`config.mk`:
```
export PLATFORM = sky130hd
export DESIGN_NAME = ttt_cell
export DESIGN_NICKNAME = d
export VERILOG_FILES = /design/src/rtl/core/ttt_pkg.sv /design/src/rtl/core/ttt_cell.sv
export SDC_FILE = /design/constraint.sdc
export NUM_CORES = 1
export LEC_CHECK = 0
export CORE_MARGIN = 8
export CORE_UTILIZATION = 40
export CTS_BUF_LIST = sky130_fd_sc_hd__clkbuf_8 sky130_fd_sc_hd__clkbuf_16
export CTS_CLUSTER_SIZE = 10
export DETAILED_ROUTE_END_ITERATION = 6
export DONT_BUFFER_PORTS = 1
export PLACE_DENSITY_LB_ADDON = 0.1
export SLEW_MARGIN = 10
export SYNTH_ARGS = -nofsm -noshare
export SYNTH_HDL_FRONTEND = slang
export SYNTH_SLANG_ARGS = --single-unit
export TNS_END_PERCENT = 30
```
`constraint.sdc`:
```
create_clock -name clock -period 9.3 [get_ports clock]
set_input_delay 0 -clock clock [delete_from_list [all_inputs] [get_ports clock]]
set_output_delay 0 -clock clock [all_outputs]
set_load 0.01 [all_outputs]
```
`src/rtl/core/ttt_pkg.sv`:
```
// Shared types and codes for the tag track table.
// Used by the slot cells, the top level and the port checker; no dependencies.
`timescale 1ns / 1ps

package ttt_pkg;

   localparam int TABLE_SLOTS_DEF = 16;
   localparam int ID_BITS_DEF     = 10;

   // Widths fixed by the request and response fields
   localparam int TAG_ID_W   = 10;
   localparam int POSE_W     = 16;
   localparam int COUNT_W    = 8;
   localparam int READ_IDX_W = 4;
   localparam int REMOVED_W  = 5;
   // Slot index carried in the token; covers the largest table
   localparam int SLOT_IDX_W = 8;

   localparam logic [1:0] REQ_DETECT = 2'd0;
   localparam logic [1:0] REQ_AGE    = 2'd1;

   localparam logic [2:0] STAT_UPDATED = 3'd0;
   localparam logic [2:0] STAT_INSERTED = 3'd1;
   localparam logic [2:0] STAT_DROPPED = 3'd2;
   localparam logic [2:0] STAT_AGED    = 3'd3;
   localparam logic [2:0] STAT_READ    = 3'd4;

   localparam logic [1:0] CSR_VALIDATION_HITS = 2'd0;
   localparam logic [1:0] CSR_VALID_FORGET    = 2'd1;
   localparam logic [1:0] CSR_UNVALID_FORGET  = 2'd2;

   typedef struct packed {
      logic [COUNT_W-1:0] validation_hits;
      logic [COUNT_W-1:0] validated_forget;
      logic [COUNT_W-1:0] unvalidated_forget;
   } cfg_type;

   // Request token walking the cell chain, gathering its result on the way
   typedef struct packed {
      logic                  valid;
      logic [1:0]            req;
      logic [TAG_ID_W-1:0]   id;
      logic [POSE_W-1:0]     angle;
      logic [POSE_W-1:0]     distance;
      logic [READ_IDX_W-1:0] read_index;
      logic                  matched;
      logic                  free_found;
      logic [SLOT_IDX_W-1:0] free_idx;
      logic [REMOVED_W-1:0]  removed;
      logic                  e_valid;
      logic [TAG_ID_W-1:0]   e_id;
      logic [POSE_W-1:0]     e_angle;
      logic [POSE_W-1:0]     e_distance;
      logic [COUNT_W-1:0]    e_hits;
      logic [COUNT_W-1:0]    e_missed;
      logic                  e_validated;
   } token_type;

   // Insert broadcast from the chain tail to the first free slot
   typedef struct packed {
      logic                  en;
      logic [SLOT_IDX_W-1:0] idx;
      logic [TAG_ID_W-1:0]   id;
      logic [POSE_W-1:0]     angle;
      logic [POSE_W-1:0]     distance;
   } ins_type;

   typedef struct packed {
      logic [2:0]           status;
      logic                 e_valid;
      logic [TAG_ID_W-1:0]  e_id;
      logic [POSE_W-1:0]    e_angle;
      logic [POSE_W-1:0]    e_distance;
      logic [COUNT_W-1:0]   e_hits;
      logic [COUNT_W-1:0]   e_missed;
      logic                 e_validated;
      logic [REMOVED_W-1:0] removed;
   } result_type;

endpackage

```
`src/rtl/core/ttt_cell.sv`:
```
// One table slot: holds a tracked tag and processes the request token as it passes.
// Depends on ttt_pkg.
`timescale 1ns / 1ps

module ttt_cell #(
   parameter int CELL_INDEX = 0,
   parameter int ID_BITS    = ttt_pkg::ID_BITS_DEF
) (
   input  logic                clock,
   input  logic                reset,
   input  ttt_pkg::cfg_type    cfg,
   input  ttt_pkg::ins_type    ins,
   input  ttt_pkg::token_type  tok_in,
   output ttt_pkg::token_type  tok_out
);

   localparam int KEY_W = (ID_BITS > ttt_pkg::TAG_ID_W) ? ID_BITS : ttt_pkg::TAG_ID_W;
   localparam logic [ttt_pkg::SLOT_IDX_W-1:0] MY_IDX = ttt_pkg::SLOT_IDX_W'(CELL_INDEX);

   logic                          valid_ff, valid_in;
   logic                          seen_ff, seen_in;
   logic [ID_BITS-1:0]            id_ff, id_in;
   logic [ttt_pkg::POSE_W-1:0]    angle_ff, angle_in;
   logic [ttt_pkg::POSE_W-1:0]    dist_ff, dist_in;
   logic [ttt_pkg::COUNT_W-1:0]   hits_ff, hits_in;
   logic [ttt_pkg::COUNT_W-1:0]   missed_ff, missed_in;
   ttt_pkg::token_type            tok_ff, tok_in_nx;

   logic [KEY_W-1:0]              tok_key, ins_key, slot_key;
   logic                          id_match;
   logic [ttt_pkg::COUNT_W:0]     hits_inc;
   logic [ttt_pkg::COUNT_W-1:0]   hits_upd;
   logic [ttt_pkg::COUNT_W-1:0]   missed_inc;
   logic                          is_validated;
   logic [ttt_pkg::COUNT_W-1:0]   limit;

   assign tok_key  = KEY_W'(tok_in.id);
   assign ins_key  = KEY_W'(ins.id);
   assign slot_key = KEY_W'(id_ff);
   assign id_match = valid_ff && (id_ff == tok_key[ID_BITS-1:0]);

   assign hits_inc = {1'b0, hits_ff} + 9'd1;
   assign hits_upd = (hits_inc > {1'b0, cfg.validation_hits}) ? cfg.validation_hits
                                                               : hits_inc[7:0];
   assign missed_inc   = (missed_ff == 8'hFF) ? 8'hFF : missed_ff + 8'd1;
   assign is_validated = hits_ff >= cfg.validation_hits;
   assign limit        = is_validated ? cfg.validated_forget : cfg.unvalidated_forget;

   always_comb begin
      tok_in_nx = tok_in;
      valid_in  = valid_ff;
      seen_in   = seen_ff;
      id_in     = id_ff;
      angle_in  = angle_ff;
      dist_in   = dist_ff;
      hits_in   = hits_ff;
      missed_in = missed_ff;

      if (tok_in.valid) begin
         case (tok_in.req)
            ttt_pkg::REQ_DETECT: begin
               if (id_match && !tok_in.matched) begin
                  hits_in           = hits_upd;
                  angle_in          = tok_in.angle;
                  dist_in           = tok_in.distance;
                  missed_in         = '0;
                  seen_in           = 1'b1;
                  tok_in_nx.matched = 1'b1;
               end else if (!valid_ff && !tok_in.free_found) begin
                  tok_in_nx.free_found = 1'b1;
                  tok_in_nx.free_idx   = MY_IDX;
               end
            end
            ttt_pkg::REQ_AGE: begin
               if (valid_ff && !seen_ff) begin
                  missed_in = missed_inc;
                  if (missed_inc >= limit) begin
                     valid_in          = 1'b0;
                     tok_in_nx.removed = tok_in.removed + 5'd1;
                  end
               end
               seen_in = 1'b0;
            end
            default: begin
               // read; type three reads as well
               if (valid_ff && ({4'b0, tok_in.read_index} == MY_IDX)) begin
                  tok_in_nx.e_valid     = 1'b1;
                  tok_in_nx.e_id        = slot_key[ttt_pkg::TAG_ID_W-1:0];
                  tok_in_nx.e_angle     = angle_ff;
                  tok_in_nx.e_distance  = dist_ff;
                  tok_in_nx.e_hits      = hits_ff;
                  tok_in_nx.e_missed    = missed_ff;
                  tok_in_nx.e_validated = is_validated;
               end
            end
         endcase
      end

      // insert lands only when no token is in the chain
      if (ins.en && (ins.idx == MY_IDX)) begin
         valid_in  = 1'b1;
         seen_in   = 1'b1;
         id_in     = ins_key[ID_BITS-1:0];
         angle_in  = ins.angle;
         dist_in   = ins.distance;
         hits_in   = 8'd1;
         missed_in = '0;
      end
   end

   always_ff @(posedge clock) begin
      if (reset) begin
         valid_ff     <= 1'b0;
         seen_ff      <= 1'b0;
         tok_ff.valid <= 1'b0;
      end else begin
         valid_ff <= valid_in;
         seen_ff  <= seen_in;
         tok_ff   <= tok_in_nx;
      end
   end

   always_ff @(posedge clock) begin
      id_ff     <= id_in;
      angle_ff  <= angle_in;
      dist_ff   <= dist_in;
      hits_ff   <= hits_in;
      missed_ff <= missed_in;
   end

   assign tok_out = tok_ff;

endmodule

```
==> flow_summary.json <==
{
  "drv_slew": 0,
  "die_width_um": 158.9,
  "cts_tree": "yes",
  "hpwl_um": 16440,
  "io_buffers": 0,
  "min_period_ps": 4443,
  "fin_setup_tns_ps": 0,
  "outcome": "finished, final reports clean",
  "htreeDepth": 4,
  "io_pins": 325,
  "cts.root.buffer_cell": "clkbuf_16",
  "worstMarginPinSlew_ps": 1131,
  "cts_buffers": 17,
  "synth_edf_count": 165,
  "antenna_found_initial": 0,
  "routed_wl_um": 23840,
  "reg2regPathDepth": 16,
  "total_power_uw": 1800,
  "ys_warn_count": 0,
  "synthToLayoutAreaGrowth_pct": 31.93,
  "grt_pass1_wl_um": 36380,
  "yosysTopAreaCell": "edfxtp_1",
  "timing.rr.start": "hits_ff[0]$_SDFFE_PP1P_",
  "cts.path.max_buffers": 2,
  "syn_nets": 845,
  "path_clk_slew_ps": 70,
  "yosysMostFrequentCell": "edfxtp_1",
  "timing.fmax_mhz": 225.1,
  "whs_ps": 28.95,
  "nets": 1024,
  "syn_area_per_cell_um2": 13.24,
  "critPathLaunchType": "register",
  "finalSetupViolations": 0,
  "dr.pass1.iters": 4,
  "maxSlewHeadroom_pct": 24.02,
  "post-route-util_pct": 53.44,
  "grt_setup_unrepaired": "false",
  "diodes": 0,
  "core_area_um2": 20170,
  "crit_type": "reg2reg",
  "syn_inst": 617,
  "finalWeightedCongestion": 0.8170,
  "grt_overflow_total": 0,
  "n_fill_cell": 1709,
  "required_ps": 9470,
  "r2r-end": "tok_out[64]$_DFFE_PN_",
  "fin_crit_sh_pct": 47.77,
  "drt-initial-drc-count": 328,
  "fp.dieH_um": 158.9,
  "wl_per_cell_um": 22.12,
  "skew_ps": 11.35,
  "synth_ff_type": "edfxtp_1",
  "p_leak_uw": 0.004097,
  "grt_pass1_vias": 6041,
  "initial_core_util_pct": 40.51,
  "place_ws_ps": 5184,
  "synthTopCellsByCount": "165 x edfxtp_1, 126 x nand2_1, 58 x mux2_2",
  "critPathLaunch": "hits_ff[0]$_SDFFE_PP1P_",
  "die-area_um2": 25260,
  "vdd_drop_max_mv": 0.1013,
  "yosys.area.top_type_share_pct": 60.64,
  "via_per_inst": 5.199,
  "antenna_left": 0,
  "holdCritPathClass": "in2reg",
  "grt_max_degree": 82,
  "drv_cap": 0,
  "ys_ff_latch": 184,
  "power_density_nw_per_um2": 167.0,
  "synth_cell_types": 44,
  "synth_area_um2": 8170,
  "synthTopCellsByArea": "edfxtp_1 61%, mux2_2 8.0%, nand2_1 5.8%",
  "layout_setup_ws_ps": 4857,
  "seq_area_frac_synth_pct": 65.30,
  "hp-start": "tok_in[61]",
  "finalHoldViolCount": 0,
  "worstPathMaxFanout": 9,
  "cp.arrival_ps": 4610,
  "row_count": 52,
  "route.detailed.drc": 0,
  "clock_latency_ps": 420,
  "async_flop_share_pct": 0,
  "r2r_setup_slack_ps": 4860,
  "via_count": 5604,
  "drive_above_1_share_pct": 13.24,
  "end_kind": "register",
  "track_usage_pct": 18.44,
  "clock-sinks": 184,
  "whs_path_depth": 3,
  "critPathCapture": "tok_out[64]$_DFFE_PN_"
}
[layout make-up]
cell class	instances	area, um^2	share of cell area (%)
Sequential cell	184	5335	49.50
Multi-Input combinational cell	396	2694	24.99
Timing Repair Buffer	182	1809	16.78
Clock buffer	17	425.4	3.947
Tap cell	270	337.8	3.134
Clock inverter	14	118.9	1.103
Inverter	15	58.81	0.5456
[metrics by stage]
stage	area (um^2)	instances
finish	10780	1078
global route	10780	1078
floorplan	8170	617
CTS	10780	1078
global placement	8463	870
detailed placement	8463	870
[power breakdown]
| group | leakage (uW) | switching, uW | total [uW] | internal (uW) |
|---|---|---|---|---|
| logic | 0.00210 | 48.8 | 121 | 72.7 |
| registers | 0.00173 | 47.4 | 1000 | 953 |
| clock network | 0.000261 | 329 | 678 | 349 |
| total | 0.00410 | 425 | 1800 | 1370 |
[worst max-delay path, cell delays in order (launching register included)]
cell and delay, ps:
dfxtp_1 380, inv_1 100, ha_1 280, nand2b_1 140
a21o_1 170, a21oi_1 190, o21ai_0 150, a21oi_2 570
mux2_2 410, ha_1 270, nand2b_1 100, a21o_1 110
a21oi_1 60, o21ai_0 370, nand3_1 150, xnor2_1 160
dlygate4sd3_1 570
[kinds of logic (layout without fill, tap and decap cells)]
logic type / after synthesis / count (layout) / synth area share [%]
muxes: 65 / 65 / 8.852
and+or+nand+nor: 209 / 209 / 11.96
AOI/OAI and AO/OA: 71 / 71 / 5.452
xor gates and xnor gates: 24 / 24 / 2.573
DFF: 184 / 184 / 65.30
adders and majority gates: 27 / 27 / 4.135
buffers and inverters: 37 / 228 / 1.730
[what timing repair did]
item / in CTS / in global routing
hold buffers: 177 / 0
setup buffers: 0 / 0
endpoints found under the hold margin: 201 / 0
resized for setup: 0 / 0
[routing by layer]
layer  GRT usage [%]  wire length (um)  vias up
li1                -                 -     2612
met1           20.33              9280     2742
met2           33.74             12770      220
met3           4.912              1338       30
met4           6.132               449        0
met5               0                 0        -
[how the worst min path moves through the flow]
stage / endpoint / slack (ps)
after global routing: tok_out[63]$_DFFE_PN_ / 40
after CTS: tok_out[63]$_DFFE_PN_ / 6
after global placement: tok_out[123]$_SDFF_PP0_ / 70
after floorplan: tok_out[123]$_SDFF_PP0_ / 70
after detailed placement: tok_out[123]$_SDFF_PP0_ / 70
final: tok_out[63]$_DFFE_PN_ / 30
[registers in the layout, indices dropped and copies added (netlist names)]
signal     cells
tok_out      124
missed_ff      8
dist_ff       16
hits_ff        8
valid_ff       1
id_ff         10
seen_ff        1
angle_ff      16
[placed cells by master, fill, tap and decap left out, types with 3 or more instances in the layout]
cell	instances
o21ai_0	9
clkbuf_16	17
clkinv_2	3
edfxtp_1	165
nor2_1	16
and3_1	8
dfxtp_1	19
nand2_1	126
a21oi_1	30
xor2_1	8
xnor2_1	16
o211ai_1	4
nand3_1	12
o221a_2	3
ha_1	27
dlygate4sd3_1	177
mux2_2	58
o21a_1	4
nor3_1	4
or3_1	3
buf_4	5
inv_1	13
o22ai_1	4
mux2i_1	7
a211oi_1	3
inv_8	5
a31oi_1	6
or3b_1	4
nand4_1	4
nor2b_1	12
clkinvlp_4	4
nand2b_1	7
No activity file was read; power rests on OpenSTA's default activity.
